$ cat config.mk
export PLATFORM = sky130hd
export DESIGN_NAME = task_priority_ordered_queue
export DESIGN_NICKNAME = d
export VERILOG_FILES = /design/src/rtl/tpoq_pkg.sv /design/src/rtl/task_priority_ordered_queue.sv
export SDC_FILE = /design/constraint.sdc
export NUM_CORES = 2
export LEC_CHECK = 0
export BUFFER_PORTS_ARGS = -buffer_cell sky130_fd_sc_hd__buf_4
export CORE_UTILIZATION = 32
export CTS_CLUSTER_SIZE = 40
export DETAILED_ROUTE_END_ITERATION = 8
export SLEW_MARGIN = 10
export SYNTH_ARGS = -nofsm -noshare
export SYNTH_HDL_FRONTEND = slang
export SYNTH_SLANG_ARGS = --single-unit
$ cat constraint.sdc
create_clock -name clk -period 17.42 [get_ports clk]
set_input_delay 3.484 -clock clk [delete_from_list [all_inputs] [get_ports clk]]
set_output_delay 3.484 -clock clk [all_outputs]
set_load 0.005 [all_outputs]
$ cat src/rtl/tpoq_pkg.sv
// Shared types and constants for the task priority ordered queue.
// Holds the entry layout, operation and status codes and the sequencer states.
// No dependencies.
package tpoq_pkg;

  localparam int ID_LIMIT  = 128;  // ids are handed out once each, 1 .. ID_LIMIT
  localparam int MAX_COUNT = 64;   // larger add counts are clamped to this

  typedef enum logic [1:0] {
    OP_ADD  = 2'd0,
    OP_FIND = 2'd1,
    OP_RANK = 2'd2
  } op_t;

  typedef enum logic [1:0] {
    ST_OK        = 2'd0,
    ST_FULL      = 2'd1,
    ST_NOT_FOUND = 2'd2
  } status_t;

  typedef enum logic [2:0] {
    S_IDLE,
    S_ADD_CHECK,
    S_ADD_SHIFT,
    S_ADD_PLACE,
    S_FIND,
    S_FIND_SCAN,
    S_RANK,
    S_EMIT
  } state_t;

  typedef struct packed {
    logic [15:0] exec_time;
    logic [7:0]  priority_val;
    logic [7:0]  id;
  } entry_t;

endpackage

$ cat src/rtl/task_priority_ordered_queue.sv
// Task priority ordered queue: sorted task table in one synchronous memory.
// Sequencer walks the memory one entry per cycle for insert and lookup.
// Depends on tpoq_pkg.
//
// Usage:
//   Requests enter on s_tvalid/s_tready. s_tuser carries the op (add, find by
//   id, read at rank); s_tdata carries count, priority, time, id and rank.
//   Results leave on m_tvalid/m_tready with m_tlast on the final result of a
//   request. Order is higher priority, then shorter time, then smaller id.
//   One request is in work at a time; s_tready is high only while idle.
//   Add: for each task the sequencer walks from the tail, shifting every stored
//     entry that ranks behind it up one slot (one entry per cycle through the
//     single read port and single write port); there is no walk into an empty table
//     or when ids run out or the table is full.
//   Find by id: scans entries from the head until the id matches or occupancy ends.
//   Read at rank: an empty rank is answered without a memory read.
//   Results go through an output register; while the receiver stalls the
//   sequencer holds at its emit step and the table is not touched.
//   Reset (rst, synchronous) empties the table and restarts ids at 1; no
//   clearing pass is needed since only entries below occupancy are read.
module task_priority_ordered_queue
  import tpoq_pkg::*;
#(
  parameter int MAX_TASKS = 128
) (
  input  logic        clk,
  input  logic        rst,
  input  logic        s_tvalid,
  output logic        s_tready,
  // [6:0] count, [14:7] priority_req, [30:15] exec_time, [38:31] task_id,
  // [45:39] rank, [47:46] zero
  input  logic [47:0] s_tdata,
  // [1:0] op
  input  logic [1:0]  s_tuser,
  output logic        m_tvalid,
  input  logic        m_tready,
  // [1:0] status, [9:2] out_id, [17:10] out_priority, [33:18] time_left,
  // [39:34] zero
  output logic [39:0] m_tdata,
  output logic        m_tlast
);

  localparam int AW = $clog2(MAX_TASKS);
  localparam int OW = $clog2(MAX_TASKS + 1);

  state_t state, state_next;

  // request registers
  logic [6:0]  count_reg;
  logic [7:0]  pri_reg;
  logic [15:0] time_reg;
  logic [7:0]  qid_reg;
  logic [6:0]  rank_reg;
  logic [6:0]  done;

  logic [OW-1:0] occ;
  logic [7:0]    next_free_id;
  logic [AW-1:0] ptr, ptr_next;

  // staged result
  status_t res_status;
  entry_t  res_entry;
  logic    res_last;

  // memory
  entry_t        mem [MAX_TASKS];
  entry_t        rd_data, wr_data;
  logic          rd_en, wr_en;
  logic [AW-1:0] rd_addr, wr_addr;

  logic    commit, res_ld, out_ld, slot_free, last_task, occ_full;
  status_t res_st_in;
  entry_t  res_ent_in;
  logic    res_last_in;
  entry_t  new_entry;
  logic [6:0] in_count;

  // rank read lands in rd_data in the following cycle; flag it so emit takes it
  logic rank_pending;

  function automatic logic goes_before(entry_t a, entry_t b);
    if (a.priority_val != b.priority_val) return a.priority_val > b.priority_val;
    if (a.exec_time != b.exec_time) return a.exec_time < b.exec_time;
    return a.id < b.id;
  endfunction

  assign s_tready  = (state == S_IDLE);
  assign slot_free = !m_tvalid || m_tready;
  assign in_count  = (s_tdata[6:0] > 7'(MAX_COUNT)) ? 7'(MAX_COUNT) : s_tdata[6:0];
  assign last_task = ((done + 7'd1) == count_reg);
  assign occ_full  = (occ == OW'(MAX_TASKS));
  assign new_entry = '{exec_time: time_reg, priority_val: pri_reg, id: next_free_id};

  always_ff @(posedge clk) begin
    if (wr_en) mem[wr_addr] <= wr_data;
    if (rd_en) rd_data <= mem[rd_addr];
  end

  always_ff @(posedge clk) begin
    if (rst) state <= S_IDLE;
    else     state <= state_next;
  end

  always_comb begin
    state_next  = state;
    rd_en       = 1'b0;
    rd_addr     = ptr;
    wr_en       = 1'b0;
    wr_addr     = ptr;
    wr_data     = new_entry;
    ptr_next    = ptr;
    commit      = 1'b0;
    res_ld      = 1'b0;
    res_st_in   = ST_OK;
    res_ent_in  = '0;
    res_last_in = 1'b1;
    out_ld      = 1'b0;
    unique case (state)
      S_IDLE: begin
        if (s_tvalid) begin
          unique case (s_tuser)
            OP_ADD:  if (in_count != 7'd0) state_next = S_ADD_CHECK;
            OP_FIND: state_next = S_FIND;
            OP_RANK: state_next = S_RANK;
            default: ;
          endcase
        end
      end
      S_ADD_CHECK: begin
        if (next_free_id > 8'(ID_LIMIT) || occ_full) begin
          res_ld     = 1'b1;
          res_st_in  = ST_FULL;
          state_next = S_EMIT;
        end else if (occ == '0) begin
          wr_en      = 1'b1;
          wr_addr    = '0;
          commit     = 1'b1;
          state_next = S_EMIT;
        end else begin
          rd_en      = 1'b1;
          rd_addr    = AW'(occ - 1'b1);
          ptr_next   = AW'(occ - 1'b1);
          state_next = S_ADD_SHIFT;
        end
      end
      S_ADD_SHIFT: begin
        // rd_data holds entry ptr; the next read overlaps the shift write
        wr_en   = 1'b1;
        wr_addr = AW'(ptr + 1'b1);
        if (goes_before(new_entry, rd_data)) begin
          wr_data = rd_data;
          if (ptr == '0) begin
            state_next = S_ADD_PLACE;
          end else begin
            rd_en    = 1'b1;
            rd_addr  = AW'(ptr - 1'b1);
            ptr_next = AW'(ptr - 1'b1);
          end
        end else begin
          commit     = 1'b1;
          state_next = S_EMIT;
        end
      end
      S_ADD_PLACE: begin
        wr_en      = 1'b1;
        wr_addr    = '0;
        commit     = 1'b1;
        state_next = S_EMIT;
      end
      S_FIND: begin
        if (occ == '0) begin
          res_ld     = 1'b1;
          res_st_in  = ST_NOT_FOUND;
          state_next = S_EMIT;
        end else begin
          rd_en      = 1'b1;
          rd_addr    = '0;
          ptr_next   = '0;
          state_next = S_FIND_SCAN;
        end
      end
      S_FIND_SCAN: begin
        if (rd_data.id == qid_reg) begin
          res_ld     = 1'b1;
          res_ent_in = rd_data;
          state_next = S_EMIT;
        end else if (ptr == AW'(occ - 1'b1)) begin
          res_ld     = 1'b1;
          res_st_in  = ST_NOT_FOUND;
          state_next = S_EMIT;
        end else begin
          rd_en    = 1'b1;
          rd_addr  = AW'(ptr + 1'b1);
          ptr_next = AW'(ptr + 1'b1);
        end
      end
      S_RANK: begin
        if (32'(rank_reg) < 32'(occ)) begin
          rd_en      = 1'b1;
          rd_addr    = AW'(rank_reg);
          // entry is staged through rank_pending before emit sends it
          state_next = S_EMIT;
        end else begin
          res_ld     = 1'b1;
          res_st_in  = ST_NOT_FOUND;
          state_next = S_EMIT;
        end
      end
      S_EMIT: begin
        if (slot_free && !rank_pending) begin
          out_ld     = 1'b1;
          state_next = res_last ? S_IDLE : S_ADD_CHECK;
        end
      end
      default: state_next = S_IDLE;
    endcase
    if (commit) begin
      res_ld      = 1'b1;
      res_ent_in  = new_entry;
      res_last_in = last_task;
    end
  end

  always_ff @(posedge clk) begin
    if (rst) begin
      occ          <= '0;
      next_free_id <= 8'd1;
      m_tvalid     <= 1'b0;
      rank_pending <= 1'b0;
    end else begin
      if (commit) begin
        occ          <= occ + 1'b1;
        next_free_id <= next_free_id + 8'd1;
      end
      rank_pending <= (state == S_RANK) && rd_en;
      if (out_ld)        m_tvalid <= 1'b1;
      else if (m_tready) m_tvalid <= 1'b0;
    end
  end

  always_ff @(posedge clk) begin
    ptr <= ptr_next;
    if (s_tvalid && s_tready) begin
      count_reg <= in_count;
      pri_reg   <= s_tdata[14:7];
      time_reg  <= s_tdata[30:15];
      qid_reg   <= s_tdata[38:31];
      rank_reg  <= s_tdata[45:39];
      done      <= '0;
    end else if (commit) begin
      done <= done + 7'd1;
    end
    if (res_ld) begin
      res_status <= res_st_in;
      res_entry  <= res_ent_in;
      res_last   <= res_last_in;
    end else if (rank_pending) begin
      res_status <= ST_OK;
      res_entry  <= rd_data;
      res_last   <= 1'b1;
    end
    if (out_ld) begin
      m_tdata <= {6'd0, res_entry.exec_time, res_entry.priority_val, res_entry.id,
                  res_status};
      m_tlast <= res_last;
    end
  end

  // ids are never freed, so every id handed out is still in the table
  a_occ_tracks_ids: assert property (@(posedge clk) disable iff (rst)
    32'(occ) + 1 == 32'(next_free_id))
    else $error("occupancy and next free id out of step");

  a_occ_bound: assert property (@(posedge clk) disable iff (rst)
    32'(occ) <= MAX_TASKS)
    else $error("occupancy above table size");

  a_no_rw_collision: assert property (@(posedge clk) disable iff (rst)
    rd_en && wr_en |-> rd_addr != wr_addr)
    else $error("read and write hit the same entry");

  a_shift_in_range: assert property (@(posedge clk) disable iff (rst)
    state == S_ADD_SHIFT |-> 32'(ptr) < 32'(occ))
    else $error("shift pointer beyond occupied entries");

  a_full_is_last: assert property (@(posedge clk) disable iff (rst)
    m_tvalid && m_tdata[1:0] == ST_FULL |-> m_tlast)
    else $error("table full result not marked last");

endmodule

==> results.yml <==
outcome:
  status: "completed"
sta:
  hold_viol: 0
  worst_pin_slew_ns: 1.23
  tns_ns: 0
  slew_headroom_pct: 17.9
  fmax_mhz: 113
  fin_crit_sh_pct: 50.8
  whs_ns: 0.412
  min_period_ns: 8.86
  clock_skew_ns: 0.0523
  finalMaxSlewViolations: 0
  rsz0062_at_grt: "false"
  finalSetupViolations: 0
worst_setup_path:
  critPathCaptureType: "register"
  crit_fanout: 83
  crit_family: "simple AND/OR/NAND/NOR gates"
  startpoint_type: "register"
  crit_buf_inv: 5
  critPathRequiredTime_ns: 18.03
  critical_path_class: "reg -> reg"
  cpMostUsedCell: "buf_4"
  r2r_slack_ns: 8.56
  cpMaxStageDelayCell: "nor4_1"
  slowest_delay_ns: 1.00
  arrival_ns: 9.46
  path_cells: "ha_1 > nand4_1 > nor3_1 > a21bo_2 > o211a_1 > o21ai_1 > a32oi_4 > buf_4 > buf_4 > nand2_8 > buf_4 > buf_4 > buf_4 > nand3_1 > nand3_1 > nand4_1 > nor4_1 > nand3_1"
clock_tree:
  insertion_delay_ns: 0.99
  numCtsBuffers: 420
  htreeDepth: 5
  root_buffer: "clkbuf_16"
  cts-resized-gates: 0
  cts_setup_buffers: 0
  cts_tree: "yes"
  cts_hold_buffers: 0
  clock_path_buffers: 4
  path_clk_slew_ns: 0.06
  clock_sinks: 4279
placement:
  dpl.hpwl_mm: 250
  post_dp_cell_area_um2: 180000
  port_buffers: 88
  gp_congestion: 0.847
floorplanning:
  die_w_um: 730
  die_area_um2: 532000
  rows: 266
  ios: 97
  die_h_um: 730
  start_util_pct: 32.2
  coreArea_um2: 526000
route:
  vias_per_cell: 5.35
  drtAntennaViolNets: 0
  wl_mm: 480
  drt_pass1_iterations: 6
  post_drt_wl_per_cell_um: 26.0
  drc: 0
  routed-via-count: 98800
  drt_iter0_markers: 12700
cells_and_area:
  layout_common_cells: "edfxtp_1 (4251), nand2_1 (2086), nand3_1 (865)"
  fin_nets: 11300
  layout-drive-gt1-share_pct: 12.6
  largest_reg_flops: 4096
  reg.largest.list: "mem (4096), m_tdata (34)"
  area_growth_pct: 14.0
  layout_commonest_cell: "edfxtp_1"
  top_register: "mem"
  final_area_um2: 193000
synth:
  yosysWarnings: 0
  async_flop_share_pct: 0
  ys_seq_area_share_pct: 75.7
  synth_cell_types: 93
  synthCells: 11100
  synth_edf_count: 4251
  avgSynthCellArea_um2: 15.2
  ys_ff_latch: 4279
  synthFlopType: "edfxtp_1"
  syn-cell-area_um2: 169000
run:
  maxCapViolCount: 0
global_route:
  grt_usage_pct: 17.4
  antenna_found_initial: 19
  grt_pass1_wl_mm: 681
  overflow: 0
  grt_pass1_vias: 94000
  grt_max_degree: 177
worst_hold_path:
  hold_class: "reg -> reg"
## per-stage QoR
step	worst slack [ns]	cells	util (%)
after floorplan	9.16	11100	-
after global placement	8.69	17700	34.2
after detailed placement	8.69	17700	34.2
after CTS	8.65	18500	36.7
after global routing	8.42	18500	36.7
final	8.56	18500	36.7
## worst paths after layout
check / start / cells past startpoint / end
hold reg to reg: res_entry[3] / 0 / m_tdata[5]
setup / recovery: time_reg[15] / 18 / rd_data[23]
hold / removal: res_entry[3] / 0 / m_tdata[5]
setup reg to reg: time_reg[15] / 18 / rd_data[23]
## worst reg2reg max path, stage by stage, from the launching register on
cell	delay [ns]
edfxtp_1	0.49
ha_1	0.38
nand4_1	0.28
nor3_1	0.45
a21bo_2	0.31
o211a_1	0.17
o21ai_1	0.57
a32oi_4	0.19
buf_4	0.30
buf_4	0.50
nand2_8	0.68
buf_4	0.59
buf_4	0.68
buf_4	0.81
nand3_1	0.20
nand3_1	0.16
nand4_1	0.32
nor4_1	1.01
nand3_1	0.42
## Yosys cell counts, types with 164 or more instances
| library cell | count | area share [%] |
|---|---|---|
| edfxtp_1 | 4251 | 75 |
| nand2_1 | 2090 | 4.6 |
| nand3_1 | 871 | 2.6 |
| mux2i_1 | 498 | 2.9 |
| clkbuf_1 | 416 | 0.92 |
| a21oi_1 | 318 | 0.94 |
| nor2_1 | 245 | 0.54 |
| a22o_1 | 231 | 1.2 |
| buf_2 | 215 | 0.64 |
| and3_1 | 193 | 0.71 |
| a31oi_1 | 192 | 0.71 |
| mux4_2 | 168 | 2.2 |
| a22oi_1 | 164 | 0.73 |
## layer usage
layer  vias to the layer above  routed length, um  track usage, %
li1                      42900                  -               -
met2                      4468             219000            27.3
met1                     50600             200000            24.3
met5                         -                  0               0
met4                         0              18500            6.22
met3                       799              42900            3.10
## area by class of cell
cell class	count	area, um2
diodes	5	12.5
clock buffers	511	11000
clock inverters	249	2360
fillers	48900	333000
inverters	61	229
multi-input cells	6025	39400
flip-flops and latches	4279	128000
well taps	6968	8720
repair buffers	384	3110
## cell families (layout without fill, tap and decap cells)
| family | Yosys count | after routing | share of synthesized area, % |
|---|---|---|---|
| compound gates | 1562 | 1562 | 6.68 |
| xor+xnor | 54 | 54 | 0.304 |
| fa+ha+maj | 49 | 49 | 0.362 |
| buf+inv | 811 | 1205 | 2.05 |
| flops | 4279 | 4279 | 75.7 |
| mux | 723 | 723 | 5.56 |
| other cells | 1 | 11 | 0.00221 |
| simple gates | 3631 | 3631 | 9.35 |
Power is left out: the tool's default activity adds up to more than one toggle a clock period on the data nets, which glitch-free logic cannot reach.
